$ cat config.mk
export PLATFORM = sky130hd
export DESIGN_NAME = drs_div10
export DESIGN_NICKNAME = d
export VERILOG_FILES = /design/src/rtl/core/drs_pkg.sv /design/src/rtl/core/drs_div10.sv
export SDC_FILE = /design/constraint.sdc
export NUM_CORES = 1
export LEC_CHECK = 0
export ABC_AREA = 1
export BUFFER_PORTS_ARGS = -buffer_cell sky130_fd_sc_hd__buf_2
export CORE_MARGIN = 4
export CORE_UTILIZATION = 66
export DETAILED_ROUTE_END_ITERATION = 16
export PLACE_DENSITY = 0.83
export REMOVE_ABC_BUFFERS = 1
export SLEW_MARGIN = 20
export SYNTH_ARGS = -nofsm -noshare
export SYNTH_HDL_FRONTEND = slang
export SYNTH_SLANG_ARGS = --single-unit
$ cat constraint.sdc
create_clock -name i_clk -period 6.4 [get_ports i_clk]
set_input_delay 0.64 -clock i_clk [delete_from_list [all_inputs] [get_ports i_clk]]
set_output_delay 0.64 -clock i_clk [all_outputs]
set_load 0.005 [all_outputs]
$ cat src/rtl/core/drs_pkg.sv
// Package for the decimal radix sort core: digit type and the constants of
// the divide-by-ten unit. It depends on nothing else.
`default_nettype none
package drs_pkg;
    localparam int RADIX      = 10;
    localparam int DIGITS_MAX = 10;

    // Divide by ten as a multiplication by a reciprocal: q / 10 equals
    // (q * RECIP10) >> RECIP10_SHIFT for every 32-bit q.
    localparam logic [31:0] RECIP10       = 32'hCCCC_CCCD;
    localparam int          RECIP10_SHIFT = 35;

    typedef logic [3:0] t_digit;
endpackage
`default_nettype wire

$ cat src/rtl/core/drs_div10.sv
// Divide-by-ten unit: one registered reciprocal multiply, then the quotient
// and the low decimal digit. Depends on drs_pkg.
`default_nettype none
module drs_div10 #(
    parameter int VALUE_BITS = 32
) (
    input  wire logic                    i_clk,
    input  wire logic [VALUE_BITS-1:0]   i_q,
    output drs_pkg::t_digit              o_digit,
    output logic      [VALUE_BITS-1:0]   o_quot
);
    import drs_pkg::*;

    logic [63:0]           r_prod;
    logic [VALUE_BITS-1:0] r_q;
    logic [VALUE_BITS-1:0] times10;
    logic [VALUE_BITS-1:0] rem;

    always_ff @(posedge i_clk) begin
        r_prod <= 64'(32'(i_q)) * 64'(RECIP10);
        r_q    <= i_q;
    end

    assign o_quot  = VALUE_BITS'(r_prod >> RECIP10_SHIFT);
    assign times10 = (o_quot << 3) + (o_quot << 1);
    assign rem     = r_q - times10;
    assign o_digit = rem[3:0];
endmodule
`default_nettype wire

Word-level counts from Yosys, hierarchy flattened
Cells that the tools add are included.

Output and inout bits: 36. Word-level logic and storage cells: 5. Register bits after elaboration: 68. Input bits: 33.

Add/subtract/negate cells: 2. Multiply operators: 1.

Operator list (count): $mul 32x32->64 const B (1); $add 4x4->4 (1); $sub 4x4->4 (1).

Depth between registers and ports, before layout
Depth in word-level cells: 2. Mapped depth: 30. Gate-level depth less buffers: 29.

Least setup slack after synthesis
No wires, ideal clock.

Path kind: input-to-reg. From: in i_q[11]. To: reg r_prod[52]. Arrival time: 5813 ps. Path slack: 475 ps. Library setup time: 112 ps. Required time: 6288 ps. Path buffers: 1. Cell stages on the path: 24. Cell sequence: ha_1 > clkbuf_1 > xor2_1 > ha_1 > o21bai_1 > fa_1 > inv_1 > fa_1 > inv_1 > fa_1 > fa_1 > fa_1 > fa_1 > ha_1 > nand2_1 > inv_1 > a21oi_1 > nand2_1 > a21oi_1 > nor2_1 > nor2_1 > nand2_1 > nand2_1 > nand2_1.

Cells in the longest elaborated chain, start to end: 1.

Ends and longest elaborated chain: start, declared (line drs_div10.sv:8) `input wire logic [VALUE_BITS-1:0] i_q,`; $mul 32x32->64 (line drs_div10.sv:20) `r_prod <= 64'(32'(i_q)) * 64'(RECIP10);`; end signal, assigned (line drs_div10.sv:20); end, declared (line drs_div10.sv:14) `logic [63:0] r_prod;`.

No other way between the ends.

Worst setup path after layout
From: in i_q[3]. To: reg r_prod[43].

Same word-level chain as after synthesis.

==> impl_metrics.csv <==
group,metric,value,unit
place,post-dp-hpwl,58.3,mm
yosys,synth-simple-area-share,13.0,%
drt,route.antenna.remaining_nets,0,
yosys,synth-seq-area-share,3.35,%
place,io_buffer_count,65,
floorplanning,core,29600,sq um
worst_setup_path,critical_path.startpoint_type,"primary input",
global_routing,grt_first_pass_wirelength,99.5,mm
drt,dr_total_vias,16300,
yosys,postSynth.topFlopCell,"dfxtp_1",
finish,utilization,74.0,%
yosys,syn_avg_cell_area,8.26,sq um
clock_network,clkSlewWorstSetupHoldPaths,0.05,ns
yosys,yosys-mux-area-fraction,0,%
timing,fmax,0.160,GHz
yosys,post_synth_most_frequent_cells,"750 x inv_1, 423 x nand2_1, 386 x fa_1",
timing,setup_viol_count_final,0,
clock_network,tritoncts,"done",
floorplanning,floorplan.die_area,32700,sq um
yosys,synth_area_in_adders,61.4,%
yosys,async_flop_share,0,%
finish,share_of_post_route_cells_with_drive_strength_above_1,12.3,%
floorplanning,effective_utilization_at_floorplan,66.7,%
clock_network,clk_root_buffer_cell,"clkbuf_16",
timing,timing_max_transition_violations_final,0,
timing,min_period,6.23,ns
finish,antenna_cells_inserted,0,
clock_network,post-cts-setup-buffer-count,0,
floorplanning,io-pin-count,69,
run,max_cap_violations,0,
clock_network,holdBufCountCts,0,
drt,detail_route.wirelength,63.3,mm
worst_setup_path,critical_path_required,6.61,ns
worst_setup_path,worst_path_maximum_fanout,5,
place,gp_congestion,1.05,
worst_setup_path,arrival,6.44,ns
clock_network,h_tree_depth,2,
yosys,synth-compound-area-share,4.19,%
hold_path,hold_path_class,"in -> reg",
drt,firstDrtPassIters,7,
yosys,synth_area_leaders,"fa_1 39%, ha_1 22%, inv_1 14%",
yosys,synthDominantAreaCellType,"fa_1",
yosys,yosys.cell_types.count,35,
floorplanning,floorplan.die.width,181,um
global_routing,first_global_vias,17900,
worst_setup_path,cp-end-kind,"flip-flop",
yosys,netlist_instances,2389,
finish,syn_to_final_growth,11.0,%
clock_network,cts_buffers,5,
drt,initial_drt_markers,1286,
timing,final.period_utilization,97.4,%
yosys,postSynthRegisterBits,33,
timing,rsz_0062_raised_after_global_routing,"true",
drt,route.detailed.drc,0,
worst_setup_path,timing_worst_setup_path_type,"in -> reg",
global_routing,grt_antenna_before_repair,0,
yosys,synth_edf_count,0,
yosys,synth-warning-count,0,
global_routing,groute.usage.overall,40.1,%
drt,wl_per_cell,21.2,um
yosys,main_combinational_cell_family_by_area_after_synthesis,"adder cells",
run_status,run_status,"completed",
yosys,synth_xor_area_share,2.35,%
finish,fin_nets,3369,
global_routing,globalRouteOverflowTotal,0,
floorplanning,floorplan.die.height,181,um
floorplanning,rows,63,
yosys,dominant_cell_by_count_in_the_synthesized_netlist,"inv_1",
timing,final.setup.tns,0,ns
worst_setup_path,crit_top_cell,"nand2_1",
clock_network,clockBufferDepth,2,
finish,nFillCells,2260,
global_routing,grt_max_degree,13,
worst_setup_path,timing.critical_path.slowest_stage_cell,"fa_1",
worst_setup_path,cpPeakStageDelay,0.58,ns
drt,drt-vias-per-instance,5.46,
yosys,yosys.area.top_type_share,39.2,%
clock_network,ctsResizeCount,0,
timing,finalHoldViolCount,0,
clock_network,clock_sinks,33,
yosys,syn-cell-area,19700,sq um
## critical path: cells and delay by family
family	cells	cell delay [ns]
xor gates and xnor gates	1	0.42
adders and majority gates	8	3.70
buffers and inverters	6	0.58
and+or+nand+nor	10	1.09
## cell type report
type / instances / area (sq um) / area share (%)
clock buffers: 5 / 125 / 0.572
clock inverters: 3 / 46.3 / 0.212
inverters: 758 / 2850 / 13.0
multi-input cells: 1564 / 16100 / 73.5
flip-flops and latches: 33 / 661 / 3.02
well taps: 390 / 488 / 2.23
repair buffers: 238 / 1620 / 7.42
## final timing paths
check / start / endpoint / slack [ns] / cells after the start
setup / recovery: i_q[3] / r_prod[43] / 0.17 / 25
hold / removal: i_q[1] / r_q[1] / 0.64 / 2
## flip-flops by register name, summed over array words and instances (netlist names)
signal / count
r_q: 4
r_prod: 29
## cells in the final DEF, fill, tap and decap left out, types with 11 or more instances in the layout
cell type  instances
o21bai_1          18
buf_4            173
buf_2             65
nor2_1            96
nand2_1          417
nor2_2            17
xnor2_1           16
inv_1            746
dfxtp_1           33
fa_1             385
ha_1             347
a21oi_1           67
xor2_1            34
nand3_1           50
inv_2             11
o21ai_0           37
## cells by family after synthesis
logic type | Yosys count
buf+inv | 794
fa+ha+maj | 736
simple gates | 622
compound gates | 150
xor+xnor | 53
flops | 33
other cells | 1
## metal layers
layer  GRT usage (%)  wire length [um]  up-vias
li1                -                 -     7414
met3            7.11              4720      217
met2            67.5             30100      754
met5               0                 0        -
met1            49.8             24100     7955
met4            20.6              4420        0
## per-stage QoR
stage	instances	instance area (sq um)	hold slack, ns	setup slack [ns]
after floorplan	2355	19500	0.668	0.476
after global placement	2983	21600	0.913	-0.0963
after detailed placement	2983	21600	0.931	-0.143
after CTS	2991	21800	0.640	0.105
after global routing	2991	21900	0.648	-0.0236
final	2991	21900	0.643	0.169
Power is left out: the tool's default activity adds up to more than one toggle a clock period on the data nets, which glitch-free logic cannot reach.
